[src/mips_ieu_pkg.sv]
// ----------------------------------------------------------------------------
// mips_ieu_pkg
// Opcodes, field widths and shared types of the integer execute unit.
// ----------------------------------------------------------------------------
package mips_ieu_pkg;

  localparam int unsigned DefRegCount = 32;
  localparam int unsigned DefDataWidth = 64;
  localparam int unsigned IdxW = 5;

  typedef enum logic [5:0] {
    CMD_SLL = 6'd0, CMD_SRL = 6'd1, CMD_SRA = 6'd2, CMD_SLLV = 6'd3,
    CMD_SRLV = 6'd4, CMD_SRAV = 6'd5, CMD_DSLL = 6'd6, CMD_DSRL = 6'd7,
    CMD_DSRA = 6'd8, CMD_DSLL32 = 6'd9, CMD_DSRL32 = 6'd10, CMD_DSRA32 = 6'd11,
    CMD_DSLLV = 6'd12, CMD_DSRLV = 6'd13, CMD_DSRAV = 6'd14, CMD_ADDU = 6'd15,
    CMD_SUBU = 6'd16, CMD_DADDU = 6'd17, CMD_DSUBU = 6'd18, CMD_AND = 6'd19,
    CMD_OR = 6'd20, CMD_XOR = 6'd21, CMD_NOR = 6'd22, CMD_SLT = 6'd23,
    CMD_SLTU = 6'd24, CMD_MOVZ = 6'd25, CMD_MOVN = 6'd26, CMD_ADDIU = 6'd27,
    CMD_DADDIU = 6'd28, CMD_SLTI = 6'd29, CMD_SLTIU = 6'd30, CMD_ANDI = 6'd31,
    CMD_ORI = 6'd32, CMD_XORI = 6'd33, CMD_LUI = 6'd34, CMD_MULT = 6'd35,
    CMD_DIV = 6'd36, CMD_DIVU = 6'd37, CMD_MULT1 = 6'd38, CMD_DIVU1 = 6'd39,
    CMD_MFHI = 6'd40, CMD_MFLO = 6'd41, CMD_MTHI = 6'd42, CMD_MTLO = 6'd43,
    CMD_MFHI1 = 6'd44, CMD_MFLO1 = 6'd45, CMD_MTHI1 = 6'd46, CMD_MTLO1 = 6'd47,
    CMD_MFSA = 6'd48, CMD_MTSA = 6'd49
  } cmd_t;

  // divider request and answer
  typedef struct packed {
    logic        start;
    logic        sgn;
    logic [31:0] num;
    logic [31:0] den;
  } div_req_t;

  typedef struct packed {
    logic        done;
    logic [31:0] quo;
    logic [31:0] rem;
  } div_rsp_t;

endpackage

[src/mips_ieu_div.sv]
// ----------------------------------------------------------------------------
// mips_ieu_div
// Radix-2 restoring divider, 32-bit magnitude, one quotient bit a cycle.
// ----------------------------------------------------------------------------
module mips_ieu_div (
  input  logic                   clk,
  input  logic                   rst_n,
  input  mips_ieu_pkg::div_req_t req,
  output mips_ieu_pkg::div_rsp_t rsp
);

  logic        busy_r, busy_nxt;
  logic [5:0]  cnt_r, cnt_nxt;
  logic [31:0] q_r, q_nxt;
  logic [32:0] rem_r, rem_nxt;
  logic [31:0] den_r, den_nxt;
  logic        qneg_r, qneg_nxt, rneg_r, rneg_nxt;
  logic        done_r, done_nxt;
  logic [32:0] trial;
  logic [32:0] shifted;

  always_comb begin
    busy_nxt = busy_r;
    cnt_nxt  = cnt_r;
    q_nxt    = q_r;
    rem_nxt  = rem_r;
    den_nxt  = den_r;
    qneg_nxt = qneg_r;
    rneg_nxt = rneg_r;
    done_nxt = 1'b0;
    shifted  = {rem_r[31:0], q_r[31]};
    trial    = shifted - {1'b0, den_r};
    if (req.start) begin
      busy_nxt = 1'b1;
      cnt_nxt  = 6'd0;
      rem_nxt  = '0;
      // magnitudes for the signed form
      q_nxt    = (req.sgn && req.num[31]) ? (32'd0 - req.num) : req.num;
      den_nxt  = (req.sgn && req.den[31]) ? (32'd0 - req.den) : req.den;
      qneg_nxt = req.sgn && (req.num[31] ^ req.den[31]);
      rneg_nxt = req.sgn && req.num[31];
    end else if (busy_r) begin
      if (!trial[32]) begin
        rem_nxt = trial;
        q_nxt   = {q_r[30:0], 1'b1};
      end else begin
        rem_nxt = shifted;
        q_nxt   = {q_r[30:0], 1'b0};
      end
      cnt_nxt = cnt_r + 6'd1;
      if (cnt_r == 6'd31) begin
        busy_nxt = 1'b0;
        done_nxt = 1'b1;
      end
    end
  end

  always_ff @(posedge clk) begin
    if (!rst_n) begin
      busy_r <= 1'b0;
      done_r <= 1'b0;
      cnt_r  <= '0;
    end else begin
      busy_r <= busy_nxt;
      done_r <= done_nxt;
      cnt_r  <= cnt_nxt;
    end
    q_r    <= q_nxt;
    rem_r  <= rem_nxt;
    den_r  <= den_nxt;
    qneg_r <= qneg_nxt;
    rneg_r <= rneg_nxt;
  end

  assign rsp.done = done_r;
  assign rsp.quo  = qneg_r ? (32'd0 - q_r) : q_r;
  assign rsp.rem  = rneg_r ? (32'd0 - rem_r[31:0]) : rem_r[31:0];

endmodule

[config.mk]
export PLATFORM = sky130hd
export DESIGN_NAME = mips_ieu_div
export DESIGN_NICKNAME = d
export VERILOG_FILES = /design/src/mips_ieu_pkg.sv /design/src/mips_ieu_div.sv
export SDC_FILE = /design/constraint.sdc
export NUM_CORES = 1
export LEC_CHECK = 0
export BUFFER_PORTS_ARGS = -buffer_cell sky130_fd_sc_hd__buf_2
export CAP_MARGIN = 15
export CORE_ASPECT_RATIO = 0.7
export CORE_MARGIN = 5
export CORE_UTILIZATION = 25
export DETAILED_ROUTE_END_ITERATION = 6
export SYNTH_ARGS = -nofsm -noshare
export SYNTH_HDL_FRONTEND = slang
export SYNTH_SLANG_ARGS = --single-unit
[constraint.sdc]
create_clock -name clk -period 3.9 [get_ports clk]
set_input_delay 0.39 -clock clk [delete_from_list [all_inputs] [get_ports clk]]
set_output_delay 0.39 -clock clk [all_outputs]
set_load 0.05 [all_outputs]
==> impl_metrics.env, run 1 <==
export IMPL_grt_pass1_wl_um=39560
export IMPL_dieHeight_um=164.0
export IMPL_p_per_area_mw_per_mm2=423.7
export IMPL_wire_per_inst_um=16.31
export IMPL_die_area_sq_mm=0.03771
export IMPL_finClkSkew_ps=24.90
export IMPL_required_ps=3510
export IMPL_initial_core_util_pct=25.28
export IMPL_gp_congestion=0.9033
export IMPL_ant_nets=0
export IMPL_cp_cell_sequence="or4_4, or4_1, or2_1, or3_4, inv_2, nand2_1, o31ai_4, xnor2_2, buf_6"
export IMPL_power_uw=4241
export IMPL_die_x_um=230.0
export IMPL_layout_commonest_cell="buf_2"
export IMPL_io_buffers=132
export IMPL_ctsHoldBuffers=0
export IMPL_core_sq_mm=0.03349
export IMPL_hold_viol=0
export IMPL_rsz0062_at_grt="no"
export IMPL_max_freq_ghz=0.2661
export IMPL_hpwl_um=20010
export IMPL_worst_slew_pin_slew_ps=1096
export IMPL_rows=56
export IMPL_htree_levels=3
export IMPL_syn_avg_cell_area_sq_um=8.552
export IMPL_slew_viol_final=0
export IMPL_cp_slowest_stage_delay_ps=590
export IMPL_ys_flop_type="edfxtp_1"
export IMPL_root_buffer="clkbuf_16"
export IMPL_drive_gt1_share_pct=17.25
export IMPL_finalSetupViolations=0
export IMPL_routed_wl_um=25250
export IMPL_antennaDiodeCount=0
export IMPL_path_buf_inv=2
export IMPL_cts_buffer_depth=2
export IMPL_clock_sinks=106
export IMPL_tns_ps=0
export IMPL_final_cell_mix="buf_2 (128), xnor2_1 (106), nor2_1 (100)"
export IMPL_critical_path_top_delay_family="simple AND/OR/NAND/NOR gates"
export IMPL_worstPathMaxFanout=5
export IMPL_synth_seq_cells=106
export IMPL_area_growth_pct=18.22
export IMPL_yosysTopAreaCellShare_pct=23.41
export IMPL_cts_made_buffers=9
export IMPL_via_per_inst=4.881
export IMPL_dr_first_iter_drc_count=653
export IMPL_synth_top_cell_by_area="edfxtp_1"
export IMPL_cts_reportedPaths_clkPinSlew_ps=80
export IMPL_insertion_delay_ps=380
export IMPL_ys_warn_count=0
export IMPL_crit_slowest_cell="or4_4"
export IMPL_grt_max_degree=102
export IMPL_period_needed_ps=3759
export IMPL_ios=133
export IMPL_p_leak_uw=0.003959
export IMPL_cts_tree="done"
export IMPL_synth_cell_types=67
export IMPL_grt_antenna_before_repair=1
export IMPL_cp_arrival_ps=3370
export IMPL_start_kind="flop"
export IMPL_yosysSeqAreaShare_pct=32.87
export IMPL_max_slew_margin_pct=26.92
export IMPL_num_vias=7556
export IMPL_ir_worst_vdd_uv=221.4
export IMPL_hold_path_class="in -> reg"
export IMPL_postSynthCellCount=990
export IMPL_outcome="completed"
export IMPL_dr_pass1_iters=5
export IMPL_syn_area_sq_mm=0.008467
export IMPL_synth_area_leaders="edfxtp_1 (23%), xnor2_1 (11%), dfxtp_1 (9.5%), ha_1 (5.5%), a21oi_1 (5.0%)"
export IMPL_async_flop_share_pct=0
export IMPL_period_share_pct=96.38
export IMPL_synth_edf_count=66
export IMPL_track_usage_pct=13.13
export IMPL_grt_overflow_total=0
export IMPL_critPathCaptureType="output pin"
export IMPL_critical_path_class="reg -> out"
export IMPL_grt_pass1_vias=7014
export IMPL_max_cap_violations=0
export IMPL_nets=1214
export IMPL_syn_nets=1096
export IMPL_drc=0
[cell type report]
type / instances / area [sq um]
Multi-Input combinational cell: 779 / 5278
Tap cell: 435 / 544.3
Fill cell: 3521 / 23480
Clock inverter: 7 / 93.84
Timing Repair Buffer: 155 / 872.1
Sequential cell: 106 / 2783
Inverter: 57 / 214.0
Clock buffer: 9 / 225.2
[Yosys cell counts, types with 11 or more instances]
cell	instances
edfxtp_1	66
xnor2_1	107
or3_1	11
nand4_1	11
xor2_1	42
nand2_1	72
o21ai_0	56
a21o_1	18
nor3_1	15
ha_1	37
o31ai_1	26
dfxtp_1	40
a211oi_1	20
o41ai_1	12
inv_1	56
nand2b_1	17
a21oi_1	84
nor2_1	100
or4_1	12
mux2i_1	26
clkbuf_1	39
nand3_1	18
[worst register-to-register path: cells and delay by family (launching register included)]
| family | cells | cell delay (ps) |
|---|---|---|
| AO/OA/AOI/OAI | 5 | 1080 |
| adder cells (fa/ha/maj) | 2 | 620 |
| flip-flops | 1 | 420 |
| buffers and inverters | 2 | 380 |
| XOR/XNOR | 1 | 270 |
| AND/OR/NAND/NOR | 2 | 240 |
| multiplexers | 1 | 220 |
[sequential cells by signal, indices dropped and copies added, names as in the netlist]
signal  cells
cnt_r       6
q_r        32
rneg_r      1
rem_r      32
qneg_r      1
done_r      1
den_r      32
busy_r      1
[stage by stage]
| step | area, sq um | utilization, % | hold slack, ps | setup WS (ps) | instances |
|---|---|---|---|---|---|
| after floorplan | 8467 | - | 431.1 | 660.3 | 990 |
| after global placement | 9639 | 28.78 | 459.0 | 329.7 | 1530 |
| after detailed placement | 9639 | 28.78 | 467.7 | 368.7 | 1530 |
| after CTS | 9961 | 29.74 | 279.3 | 19.66 | 1546 |
| after global routing | 10010 | 29.89 | 289.1 | 6.478 | 1548 |
| final | 10010 | 29.89 | 301.9 | 141.3 | 1548 |
[repair_timing]
item,CTS,global route
setup endpoints to repair,1,5
pin swaps,0,1
setup buffers,0,2
gates resized for setup,1,7
[final timing paths]
kind                            cells after the start                     to                  start  slack, ps
worst max register to register                     13  rem_r[5]$_SDFFE_PP0P_      q_r[31]$_DFFE_PP_        530
worst min register to register                      1      done_r$_SDFF_PP0_  cnt_r[5]$_SDFFE_PP0P_        480
worst max-delay path                                9                rsp[63]      q_r[13]$_DFFE_PP_        140
worst min-delay path                                2      busy_r$_SDFF_PN0_                  rst_n        300
[cells by family (layout without fill, tap and decap cells)]
kind of cell	count (synthesis)	in the layout	share of synthesized area (%)
AO/OA/AOI/OAI	266	266	20.19
multiplexers	30	30	3.606
XOR/XNOR	150	150	15.74
flip-flops	106	106	32.87
AND/OR/NAND/NOR	295	295	16.80
adder cells (fa/ha/maj)	38	38	5.704
buffers and inverters	105	228	5.098
[report_power, final]
part / switching (uW) / leakage, uW / internal [uW] / total (uW)
clock: 522 / 0.000156 / 473 / 995
combinational: 1210 / 0.00283 / 594 / 1810
sequential: 122 / 0.000974 / 1320 / 1440
total: 1860 / 0.00396 / 2380 / 4240
[routing by layer]
layer / up-vias / routed length (um) / track usage [%]
li1: 3779 / - / -
met1: 3562 / 13460 / 20.32
met3: 23 / 1285 / 2.782
met4: 0 / 357 / 2.824
met2: 192 / 10150 / 18.55
met5: - / 0 / 0
Note: power is estimated with default switching activity, not from simulation.
==> run 2, diff against run 1 <==
Settings changed: CELL_PAD_IN_SITES_DETAIL_PLACEMENT from default to 0, CELL_PAD_IN_SITES_GLOBAL_PLACEMENT from default to 1, MAX_ROUTING_LAYER from default to met4, PLACE_DENSITY from default to 0.61.
==> run 2 against run 1 <==
  * Non-clock buffer count down 1
  * Sequential cell count unchanged
  * Worst hold slack worse by 34 ps
  * Die area unchanged
  * Highest routed layer unchanged
  * Sequential power about the same
  * Cell area down 0.38%
  * First-iteration DRC count down 18%
  * Global-route usage up 0.97 points
  * Clock power down 5.3%
  * Via count down 0.77%
  * Clock skew down 14 ps
  * Critical path depth unchanged
==> impl_metrics.env, run 2 (synthesis results as in run 1) <==
export IMPL_max_slew_margin_pct=24.63
export IMPL_drc=0
export IMPL_ios=133
export IMPL_post_route_util_pct=29.77
export IMPL_dr_pass1_iters=5
export IMPL_max_cap_violations=0
export IMPL_layout_commonest_cell="buf_2"
export IMPL_area_growth_pct=17.78
export IMPL_routed_wl_um=26570
export IMPL_power_uw=4204
export IMPL_crit_slowest_cell="or4_4"
export IMPL_insertion_delay_ps=370
export IMPL_cp_slowest_stage_delay_ps=570
export IMPL_cts_reportedPaths_clkPinSlew_ps=80
export IMPL_htree_levels=3
export IMPL_dr_first_iter_drc_count=536
export IMPL_rows=56
export IMPL_wire_per_inst_um=17.18
export IMPL_ant_nets=0
export IMPL_tns_ps=0
export IMPL_die_x_um=230.0
export IMPL_track_usage_pct=14.09
export IMPL_timing_final_ws_setup_ps=168.8
export IMPL_hold_path_class="in -> reg"
export IMPL_cts_tree="done"
export IMPL_cp_cell_sequence="or4_4, or4_1, or2_1, or3_4, inv_2, nand2_1, o31ai_4, xnor2_2, buf_6"
export IMPL_outcome="completed"
export IMPL_die_area_sq_mm=0.03771
export IMPL_critPathCaptureType="output pin"
export IMPL_start_kind="flop"
export IMPL_grt_pass1_wl_um=40120
export IMPL_required_ps=3510
export IMPL_r2r_setup_slack_ps=440
export IMPL_p_per_area_mw_per_mm2=421.5
export IMPL_core_sq_mm=0.03349
export IMPL_antennaDiodeCount=0
export IMPL_cp_arrival_ps=3340
export IMPL_max_freq_ghz=0.2680
export IMPL_grt_max_degree=84
export IMPL_final_cell_mix="buf_2 (128), xnor2_1 (106), nor2_1 (100)"
export IMPL_num_vias=7498
export IMPL_slew_viol_final=0
export IMPL_clock_sinks=106
export IMPL_period_share_pct=95.67
export IMPL_via_per_inst=4.847
export IMPL_worst_slew_pin_slew_ps=1130
export IMPL_period_needed_ps=3731
export IMPL_ctsHoldBuffers=0
export IMPL_gp_congestion=0.8876
export IMPL_ir_worst_vdd_uv=228.2
export IMPL_hpwl_um=21170
export IMPL_grt_antenna_before_repair=1
export IMPL_biggestRegsByFlops="den_r: 32 flops, q_r: 32 flops, rem_r: 32 flops"
export IMPL_root_buffer="clkbuf_16"
export IMPL_cts_buffer_depth=2
export IMPL_io_buffers=132
export IMPL_grt_pass1_vias=6735
export IMPL_initial_core_util_pct=25.28
export IMPL_dieHeight_um=164.0
export IMPL_cts_made_buffers=9
export IMPL_hold_viol=0
export IMPL_p_leak_uw=0.003941
export IMPL_critical_path_class="reg -> out"
export IMPL_finClkSkew_ps=10.49
export IMPL_nets=1213
export IMPL_grt_overflow_total=0
export IMPL_drive_gt1_share_pct=17.45
export IMPL_finalSetupViolations=0
export IMPL_place_ws_ps=428.3
export IMPL_worstPathMaxFanout=5
## run 2: changes by cell type in the layout (fill, tap and decap cells not counted), sizes merged
cell    previous run  this run
inv               62        63
clkinv             2         1
buf              153       152
## run 2: repair_timing
item,CTS,global route
buffers inserted,0,1
setup endpoints to repair,0,6
gates resized for setup,0,12
## run 2: path summary, 6_finish.rpt
path                                                to                  start  cells past startpoint
worst min-delay path                 busy_r$_SDFF_PN0_                  rst_n                      2
worst max-delay path                           rsp[63]      q_r[12]$_DFFE_PP_                      9
worst min register to register       done_r$_SDFF_PP0_  cnt_r[5]$_SDFFE_PP0P_                      1
worst max register to register  rem_r[16]$_SDFFE_PP0P_      q_r[31]$_DFFE_PP_                     13
## run 2: worst max-delay path, delay by kind of cell, from the launching register on
| kind | cells | cell delay, ps |
|---|---|---|
| flip-flops | 1 | 450 |
| XOR/XNOR | 1 | 170 |
| AO/OA/AOI/OAI | 1 | 340 |
| AND/OR/NAND/NOR | 5 | 1770 |
| buffers and inverters | 2 | 250 |
## run 2: power by group
group	internal, uW	switching (uW)
Combinational	590	1230
Clock	452	490
Sequential	1320	127
## run 2: layout make-up
cell class                 count  area [sq um]
multi-input combinational    779          5289
clock buffer                   9         225.2
sequential                   106          2784
timing repair buffer         154         852.1
clock inverter                 7         63.81
inverter                      57         214.0
fill                        3573         23520
tap                          435         544.3
## run 2: metal layers
metal,track usage [%],vias to the layer above,wire length (um)
met5,-,-,0
met4,2.932,0,246
met3,2.592,16,1325
met2,18.01,160,10270
met1,22.46,3541,14730
li1,-,3781,-
## run 2: per-stage QoR
| step | hold slack [ps] | cells | area [sq um] |
|---|---|---|---|
| 2_1_floorplan | 431.1 | 990 | 8467 |
| 3_3_place_gp | 471.5 | 1530 | 9628 |
| 3_5_place_dp | 463.5 | 1530 | 9628 |
| 4_1_cts | 247.7 | 1546 | 9917 |
| 5_1_grt | 265.5 | 1547 | 9972 |
| 6_report | 267.5 | 1547 | 9972 |
